<file path="src/hdl/fibfd_pkg.sv">
`default_nettype none
package fibfd_pkg;

  localparam int unsigned INDEX_BITS_DEFAULT = 63;
  localparam int unsigned MOD_W = 31;
  localparam logic [MOD_W-1:0] MODULUS_RESET = 31'd1000000007;

  typedef enum logic [3:0] {
    ST_IDLE,
    ST_TWICE,
    ST_DIFF,
    ST_MUL_EVEN,
    ST_MUL_AA,
    ST_MUL_BB,
    ST_ODD,
    ST_NEXT,
    ST_FINISH
  } state_t;

  typedef enum logic {
    OP_ADD,
    OP_SUB
  } op_t;

endpackage
`default_nettype wire

</file>
<file path="src/hdl/fibonacci_fast_doubling_mod_unit.sv">
// each index bit runs three bit-serial modular multiplies and four modular add/subtract steps
// all arithmetic runs on one shared add/subtract-and-reduce unit, one operation per cycle
// a new item is taken only in idle, after the last result is loaded; it is taken while a result waits
// reset (rst, synchronous, active high): idle, no result pending, modulus back to 1000000007
`default_nettype none
module fibonacci_fast_doubling_mod_unit #(
  parameter int unsigned INDEX_BITS = fibfd_pkg::INDEX_BITS_DEFAULT
) (
  input  wire logic                        clk,
  input  wire logic                        rst,
  input  wire logic                        cfg_valid,
  output logic                             cfg_ready,
  input  wire logic [fibfd_pkg::MOD_W-1:0] cfg_data,
  input  wire logic                        in_valid,
  output logic                             in_stall,
  input  wire logic [INDEX_BITS-1:0]       index,
  output logic                             out_valid,
  input  wire logic                        out_stall,
  output logic [fibfd_pkg::MOD_W-1:0]      fib_n,
  output logic [fibfd_pkg::MOD_W-1:0]      fib_next
);
  import fibfd_pkg::*;

  localparam int unsigned LVL_W = $clog2(INDEX_BITS + 1);
  localparam int unsigned BIT_W = $clog2(MOD_W);

  state_t state, state_next;

  logic [MOD_W-1:0]      modulus;
  logic [MOD_W-1:0]      m_reg;
  logic [MOD_W-1:0]      m_eff;
  logic [INDEX_BITS-1:0] n_reg;
  logic [LVL_W-1:0]      level;
  logic [BIT_W-1:0]      mbit;
  logic [MOD_W-1:0]      fa;
  logic [MOD_W-1:0]      fb;
  logic [MOD_W-1:0]      tb;
  logic [MOD_W-1:0]      even;
  logic [MOD_W-1:0]      aa;
  logic [MOD_W-1:0]      acc;

  logic                  accept;
  logic                  load_out;
  logic                  mul_state;
  logic [MOD_W-1:0]      mul_x;
  logic [MOD_W-1:0]      mul_y;
  logic                  ybit;

  op_t                   op;
  logic [MOD_W:0]        p;
  logic [MOD_W:0]        q;
  logic [MOD_W+1:0]      sum;
  logic [MOD_W+1:0]      m1;
  logic [MOD_W+1:0]      m2;
  logic [MOD_W+1:0]      r;
  logic [MOD_W-1:0]      res;

  assign cfg_ready = 1'b1;
  assign in_stall  = (state != ST_IDLE);
  assign accept    = in_valid && !in_stall;
  assign load_out  = !out_valid || !out_stall;
  assign m_eff     = (modulus == '0) ? MOD_W'(1) : modulus;
  assign mul_state = (state == ST_MUL_EVEN) || (state == ST_MUL_AA) || (state == ST_MUL_BB);

  // multiplier operand select
  always_comb begin
    mul_x = fb;
    mul_y = fb;
    case (state)
      ST_MUL_EVEN: begin
        mul_x = fa;
        mul_y = tb;
      end
      ST_MUL_AA: begin
        mul_x = fa;
        mul_y = fa;
      end
      default: begin
        mul_x = fb;
        mul_y = fb;
      end
    endcase
  end

  assign ybit = mul_y[mbit];

  // shared modular add / subtract unit
  always_comb begin
    op = OP_ADD;
    p  = {1'b0, fb};
    q  = {1'b0, fb};
    case (state)
      ST_DIFF: begin
        op = OP_SUB;
        p  = {1'b0, tb};
        q  = {1'b0, fa};
      end
      ST_MUL_EVEN, ST_MUL_AA, ST_MUL_BB: begin
        p = {acc, 1'b0};
        q = ybit ? {1'b0, mul_x} : '0;
      end
      ST_ODD: begin
        p = {1'b0, aa};
        q = {1'b0, acc};
      end
      ST_NEXT: begin
        p = {1'b0, even};
        q = {1'b0, tb};
      end
      default: begin
        p = {1'b0, fb};
        q = {1'b0, fb};
      end
    endcase
  end

  always_comb begin
    sum = {1'b0, p} + {1'b0, q};
    m1  = {2'b00, m_reg};
    m2  = {1'b0, m_reg, 1'b0};
    r   = sum;
    case (op)
      OP_SUB: begin
        if (p >= q) begin
          r = {1'b0, p} - {1'b0, q};
        end else begin
          r = {1'b0, p} + m1 - {1'b0, q};
        end
      end
      default: begin
        if (sum >= m2) begin
          r = sum - m2;
        end else if (sum >= m1) begin
          r = sum - m1;
        end else begin
          r = sum;
        end
      end
    endcase
    res = r[MOD_W-1:0];
  end

  always_ff @(posedge clk) begin
    if (rst) begin
      state <= ST_IDLE;
    end else begin
      state <= state_next;
    end
  end

  always_comb begin
    state_next = state;
    case (state)
      ST_IDLE: begin
        if (in_valid) begin
          state_next = ST_TWICE;
        end
      end
      ST_TWICE:    state_next = ST_DIFF;
      ST_DIFF:     state_next = ST_MUL_EVEN;
      ST_MUL_EVEN: begin
        if (mbit == '0) begin
          state_next = ST_MUL_AA;
        end
      end
      ST_MUL_AA: begin
        if (mbit == '0) begin
          state_next = ST_MUL_BB;
        end
      end
      ST_MUL_BB: begin
        if (mbit == '0) begin
          state_next = ST_ODD;
        end
      end
      ST_ODD:      state_next = ST_NEXT;
      ST_NEXT: begin
        state_next = (level == '0) ? ST_FINISH : ST_TWICE;
      end
      ST_FINISH: begin
        if (load_out) begin
          state_next = ST_IDLE;
        end
      end
      default:     state_next = ST_IDLE;
    endcase
  end

  always_ff @(posedge clk) begin
    if (rst) begin
      modulus <= MODULUS_RESET;
    end else if (cfg_valid && cfg_ready) begin
      modulus <= cfg_data;
    end
  end

  always_ff @(posedge clk) begin
    case (state)
      ST_IDLE: begin
        if (accept) begin
          m_reg <= m_eff;
          n_reg <= index;
          level <= LVL_W'(INDEX_BITS - 1);
          fa    <= '0;
          fb    <= (m_eff == MOD_W'(1)) ? '0 : MOD_W'(1);
        end
      end
      ST_TWICE: begin
        tb <= res;
      end
      ST_DIFF: begin
        tb   <= res;
        acc  <= '0;
        mbit <= BIT_W'(MOD_W - 1);
      end
      ST_MUL_EVEN, ST_MUL_AA, ST_MUL_BB: begin
        if (mbit == '0) begin
          acc  <= (state == ST_MUL_BB) ? res : '0;
          mbit <= BIT_W'(MOD_W - 1);
          if (state == ST_MUL_EVEN) begin
            even <= res;
          end
          if (state == ST_MUL_AA) begin
            aa <= res;
          end
        end else begin
          acc  <= res;
          mbit <= mbit - 1'b1;
        end
      end
      ST_ODD: begin
        tb <= res;
      end
      ST_NEXT: begin
        if (n_reg[INDEX_BITS-1]) begin
          fa <= tb;
          fb <= res;
        end else begin
          fa <= even;
          fb <= tb;
        end
        n_reg <= n_reg << 1;
        level <= level - 1'b1;
      end
      default: begin
      end
    endcase
  end

  always_ff @(posedge clk) begin
    if (rst) begin
      out_valid <= 1'b0;
    end else if (state == ST_FINISH && load_out) begin
      out_valid <= 1'b1;
    end else if (!out_stall) begin
      out_valid <= 1'b0;
    end
  end

  always_ff @(posedge clk) begin
    if (state == ST_FINISH && load_out) begin
      fib_n    <= fa;
      fib_next <= fb;
    end
  end

  a_fa_reduced: assert property (@(posedge clk) disable iff (rst)
    (state != ST_IDLE) |-> (fa < m_reg))
    else $error("fa not reduced");

  a_fb_reduced: assert property (@(posedge clk) disable iff (rst)
    (state != ST_IDLE) |-> (fb < m_reg))
    else $error("fb not reduced");

  a_acc_reduced: assert property (@(posedge clk) disable iff (rst)
    mul_state |-> (acc < m_reg))
    else $error("multiply accumulator not reduced");

  a_finish_loads: assert property (@(posedge clk) disable iff (rst)
    (state == ST_FINISH && load_out) |=> (out_valid && state == ST_IDLE))
    else $error("result not loaded on finish");

endmodule
`default_nettype wire
</file>
<file path="config.mk">
export PLATFORM = sky130hd
export DESIGN_NAME = fibonacci_fast_doubling_mod_unit
export DESIGN_NICKNAME = d
export VERILOG_FILES = /design/src/hdl/fibfd_pkg.sv /design/src/hdl/fibonacci_fast_doubling_mod_unit.sv
export SDC_FILE = /design/constraint.sdc
export NUM_CORES = 1
export LEC_CHECK = 0
export BUFFER_PORTS_ARGS = -buffer_cell sky130_fd_sc_hd__buf_2
export CAP_MARGIN = 15
export CORE_AREA = 2 2 256 258
export DETAILED_ROUTE_END_ITERATION = 16
export DIE_AREA = 0 0 258 260
export PLACE_DENSITY_LB_ADDON = 0.3
export RECOVER_POWER = 50
export SLEW_MARGIN = 20
export SYNTH_ARGS = -nofsm -noshare
export SYNTH_HDL_FRONTEND = slang
export SYNTH_SLANG_ARGS = --single-unit
</file>
<file path="constraint.sdc">
create_clock -name clk -period 11.5 [get_ports clk]
set_clock_uncertainty 0.05 [all_clocks]
set_input_delay 0.575 -clock clk [delete_from_list [all_inputs] [get_ports clk]]
set_output_delay 0.575 -clock clk [all_outputs]
set_load 0.01 [all_outputs]
</file>
Word-level counts from Yosys, hierarchy flattened --
Index checks and enable logic that the tools add are counted.
Cells by class: add/subtract/negate cells 8, $lt $le $gt $ge 4, equal/unequal tests 16, mux-type cells 38, reductions and logical operators 21
Operators with widths (number):
- $mux W31 | 13
- $pmux W31 S2 | 4
- $pmux W32 S4 | 1
- $pmux W63 S2 | 1
- $pmux W31 S4 | 1
- $sub A31 B31 Y31 | 4
- $mux W63 | 1
- $pmux W4 S9 | 1
- $add A32 B31 Y33 | 1
- $ge A33 B31 Y1 | 1
- $ge A33 B32 Y1 | 1
- $ge A32 B31 Y1 | 1
- $add A31 B31 Y31 | 1
- $eq A31 B1 Y1 const B | 1
- $logic_not A31 Y1 | 1
- $mux W4 | 6
- $eq A4 B3 Y1 const B | 4
- $pmux W6 S2 | 1
- $ne A2 B2 Y1 const B | 5
- $pmux W5 S2 | 1
- $eq A4 B2 Y1 const B | 2
- $logic_not A6 Y1 | 1
- $lt A5 B6 Y1 const B | 1
- $mux W6 | 1
- other kinds (20) | 32
Word-level totals: bits in registers 389, output and inout bits 65, logic and storage cells 102

Logic depth before layout (Yosys ltp) --
depth after elaboration 14, depth in mapped cells 38, depth with buffers taken out 31

Worst setup path before layout --
Ideal clock, no wire load.
path type register to register, start point register state[1], end point register fa[0], enable pin, setup time 802 ps, arrival time 10218 ps, required time 10648 ps, slack 430 ps, cell stages (with the launch flop) 7, period minus slack after synthesis 11070 ps, cells stage by stage dfxtp_1 > buf_4 > clkbuf_1 > clkbuf_1 > nor2_1 > nand2_1 > o21ai_0
Between the ends: word-level cells in the longest chain between the ends 5, elaborated cells between the ends (all ways) 8, classes of those cells eq/ne (2); reduce/logical (6)
Ends and longest elaborated chain:
- start: declaration | RTL line fibonacci_fast_doubling_mod_unit.sv:27 | state_t state, state_next;
- start signal: assignment | RTL line fibonacci_fast_doubling_mod_unit.sv:147 | state <= state_next;
- $reduce_bool A4 Y1 | RTL line fibonacci_fast_doubling_mod_unit.sv:59 | assign in_stall = (state != ST_IDLE);
- via in_stall | RTL line fibonacci_fast_doubling_mod_unit.sv:15 | output logic in_stall,
- $logic_not A1 Y1 | RTL line fibonacci_fast_doubling_mod_unit.sv:60 | assign accept = in_valid && !in_stall;
- $logic_and A1 B1 Y1 | RTL line fibonacci_fast_doubling_mod_unit.sv:60
- $ne A2 B2 Y1 (no source line)
- $reduce_and A2 Y1 (no source line)
- end signal: assignment | RTL line fibonacci_fast_doubling_mod_unit.sv:236 | fa <= tb;
- end signal: assignment | RTL line fibonacci_fast_doubling_mod_unit.sv:239 | fa <= even;
- end: declaration | RTL line fibonacci_fast_doubling_mod_unit.sv:35 | logic [MOD_W-1:0] fa;
The timed path passes the listed nets, and every way through them passes these cells. A chain may end at the register's enable or synchronous reset.

Final worst setup path --
start point register state[0], end point register even[23], data pin
Between the ends: word-level cells in the longest chain between the ends 11, elaborated cells between the ends (all ways) 29, classes of those cells add/sub (6); order compare (3); eq/ne (6); mux (12); reduce/logical (2)
Ends and longest elaborated chain:
- $eq A4 B3 Y1 / $eq A4 B2 Y1 (equally long branches) | RTL line fibonacci_fast_doubling_mod_unit.sv:69, fibonacci_fast_doubling_mod_unit.sv:92
- $pmux W31 S2 | RTL line fibonacci_fast_doubling_mod_unit.sv:69 | case (state)
- $bmux W1 S5 | RTL line fibonacci_fast_doubling_mod_unit.sv:85 | assign ybit = mul_y[mbit];
- $mux W1 (not written as such) | RTL line fibonacci_fast_doubling_mod_unit.sv:85
- $mux W31 | RTL line fibonacci_fast_doubling_mod_unit.sv:100 | q = ybit ? {1'b0, mul_x} : '0;
- $pmux W31 S4 | RTL line fibonacci_fast_doubling_mod_unit.sv:92 | case (state)
- $add A32 B31 Y33 | RTL line fibonacci_fast_doubling_mod_unit.sv:118 | sum = {1'b0, p} + {1'b0, q};
- $sub A31 B31 Y31 / $ge A33 B31 Y1 (equally long branches) | RTL line fibonacci_fast_doubling_mod_unit.sv:134, fibonacci_fast_doubling_mod_unit.sv:133
- $mux W31 | RTL line fibonacci_fast_doubling_mod_unit.sv:133 | end else if (sum >= m1) begin
- $mux W31 | RTL line fibonacci_fast_doubling_mod_unit.sv:131 | if (sum >= m2) begin
- $mux W31 (*) | RTL line fibonacci_fast_doubling_mod_unit.sv:122 | case (op)
- via r[23] | RTL line fibonacci_fast_doubling_mod_unit.sv:55 | logic [MOD_W+1:0] r;
- end signal: assignment | RTL line fibonacci_fast_doubling_mod_unit.sv:221 | even <= res;
- end: declaration | RTL line fibonacci_fast_doubling_mod_unit.sv:38 | logic [MOD_W-1:0] even;
Mark *: on every way through the listed nets, which the timed path passes. The rest lies on a longest branch. The select of a mux whose other input is x is not followed.

==> run summary <==
Status = finished with violations
Failing checks = capacitance limit, slew limit
Synth warn = 0
Mapped Area = 27400 um^2
Crit path DAT = 10.90 ns
VDD IR max = 0.131 mV
Drt drc = 0
Cell taking the most area after synthesis = edfxtp_1
Cells after Synth = 2953
Area Growth Syn to Fin = 10.1%
Max_cap viols = 10
Die area = 67100 um^2
Grt total ovfl = 0
Area of the multi-input gates = 14800 um^2
EDFF count, synth = 353
Slew Limit Fails = 415
Clock transition at path regs = 0.07 ns
RSZ-0062 raised after global routing = no
Vias per cell = 6.22
First-pass GRT wire length = 141 mm
Critical Path Slowest Stage Cell = dfxtp_1
Row cnt = 93
Number of global-route vias before repair = 23.1k
CP max FO = 28
Die Ht = 260 um
CTS tree = yes
Top cells by area, synth = edfxtp_1, ha_1, nand2_1, nor2_1, a21oi_1
Longest Clk Path Bufs = 3
Fin nets = 3302
Resize count post-CTS = 0
Floorplan Core Area = 64100 um^2
Gpl congestion = 1.02
PD cells = 262 nW/um^2
DR vias = 24.2k
Die width = 258 um
Top cell type's share of synthesized area = 38.7%
Postcts setup bufs = 0
Worst setup path start = state[0]$_SDFFE_PP0P_
Area occupied by registers = 11300 um^2
CTS Buf Count = 42
Primary FF master, synth = edfxtp_1
Pin count of the biggest net entering global routing = 73
Crit path kind = flop to flop
Final Hold Fails = 0
Routed wire length per instance = 24.3 um
Slew margin rel. = -118%
Worst Setup EP = even[23]$_DFFE_PP_
Period utilization = 93.6%
Initial drt markers = 2954
Syn nets = 3243
R2r endpoint = even[23]$_DFFE_PP_
Register area share after synthesis = 41.4%
Final setup violation count = 0
PortBufs = 162
Cell Area, Placed = 28900 um^2
Post-Syn Area per Cell = 9.27 um^2
Clock root buffer master = clkbuf_16
Hold buffer count at CTS = 0
Worst-skew pair later-pin latency = 0.59 ns
Slew of the pin with the lowest slew margin = 3.27 ns
Max FFs per register = 63
Worst hold path class = input pin to flop
R2R Setup Slk = 0.74 ns
Initial Util = 42.7%
Worst Setup End Kind = flop
Worst Path Required = 11.64 ns
Routed WL = 94.8 mm
CTS H-tree depth = 2
DP Wirelength = 70.4 mm
Final Instance Area = 30100 um^2
Total clock sinks = 389
Async set-reset flop share out of synthesis = 0%
Final ANT Viol Nets = 0
Fillers = 6097
Global-route usage over all layers = 27.5%
IO Count = 164
DR pass1 iterations = 6
Tmin final = 10.76 ns
Startpoint types = flop
Setup_tns = 0 ns
Largest stage delay, worst path = 0.88 ns
Worst R2R Path Depth = 30
Antenna violations before repair = 1
P_leak = 11.6 nW
Netlist cell types = 99
#FFs+latches synth = 389
R2R Path Start = state[0]$_SDFFE_PP0P_
Diodes inserted = 0
Max Fclk = 0.0929 GHz
Layout cells sized above 1 = 8.11%
[layout by cell type (no fill, tap or decap), drive strengths merged, types with 60 or more instances in the layout]
cell,instances
o21ai,96
mux2i,60
nand3,97
buf,127
clkbuf,131
nand2,395
a22oi,105
ha,157
a21oi,187
xnor2,106
edfxtp,353
nor2,288
inv,147
[where the power goes]
group / internal [mW] / switching, mW
clock: 0.802 / 0.570
sequential: 1.87 / 0.198
combinational: 1.52 / 2.94
total: 4.20 / 3.71
[cells by family (layout without fill, tap and decap cells)]
family / Yosys count / after routing / share of synthesized area [%]
mux: 73 / 73 / 2.77
xor+xnor: 130 / 130 / 4.16
buf+inv: 331 / 424 / 4.71
flops: 389 / 389 / 41.4
simple gates: 1046 / 1046 / 17.6
fa+ha+maj: 191 / 191 / 9.66
compound gates: 792 / 792 / 19.7
other cells: 1 / 1 / 0.0137
[through the flow]
| step | hold WS (ns) | total power, mW | cells | util [%] | setup slack (ns) |
|---|---|---|---|---|---|
| after floorplan | 0.400 | 4.97 | 2953 | - | 0.430 |
| after detailed placement | 0.384 | 6.36 | 3823 | 45.0 | 0.787 |
| final | 0.162 | 7.90 | 3901 | 47.0 | 0.741 |
| after global routing | 0.146 | 8.29 | 3901 | 47.0 | 0.137 |
| after CTS | 0.142 | 7.75 | 3901 | 47.2 | 0.764 |
| after global placement | 0.388 | 6.30 | 3823 | 45.0 | 1.21 |
[final cells by class]
| type | instances | share of cell area [%] |
|---|---|---|
| clock inverter | 19 | 0.635 |
| inverter | 147 | 1.83 |
| sequential | 389 | 37.6 |
| timing repair buffer | 199 | 3.30 |
| tap | 855 | 3.55 |
| multi-input combinational | 2233 | 49.1 |
| clock buffer | 59 | 4.01 |
[cells in the mapped netlist, types with 28 or more instances]
library cell  count
a211o_1          28
a211oi_1         41
a21o_1           36
a21oi_1         186
a22oi_1         105
a31oi_1          52
clkbuf_1        139
dfxtp_1          36
edfxtp_1        353
fa_1             34
ha_1            157
inv_1           133
mux2i_1          60
nand2_1         395
nand2b_1         28
nand3_1          96
nor2_1          288
nor2b_1          46
nor3_1           42
o21ai_0          77
o22ai_1          51
xnor2_1         106
[how the worst min path moves through the flow]
stage / from / to / slack, ns / cells past startpoint
3_5_place_dp: modulus[24]$_SDFFE_PP1P_ / m_reg[24]$_DFFE_PP_ / 0.38 / 0
3_3_place_gp: modulus[17]$_SDFFE_PP1P_ / m_reg[17]$_DFFE_PP_ / 0.39 / 0
4_1_cts: cfg_data[17] / modulus[17]$_SDFFE_PP1P_ / 0.14 / 2
5_1_grt: cfg_data[0] / modulus[0]$_SDFFE_PP1P_ / 0.15 / 2
6_report: cfg_data[17] / modulus[17]$_SDFFE_PP1P_ / 0.16 / 2
2_1_floorplan: fb[1]$_SDFFCE_PN0P_ / fib_next[1]$_DFFE_PP_ / 0.40 / 0
[layer usage]
metal	global-route usage [%]	vias up	share of wire, %
li1	-	10960	-
met4	9.71	2	3.9
met1	38.6	11654	42
met3	5.16	222	11
met5	0	-	0.014
met2	42.4	1408	44
[worst max-delay path: cells and delay by family (launching register included)]
family                     cells  cell delay, ns
AOI/OAI and AO/OA             15            4.64
muxes                          1            0.49
adders and majority gates      2            0.87
DFF                            1            0.88
xor gates and xnor gates       1            0.29
and+or+nand+nor               10            2.89
buffers and inverters          1            0.24
Power figures use the tool's default switching activity.
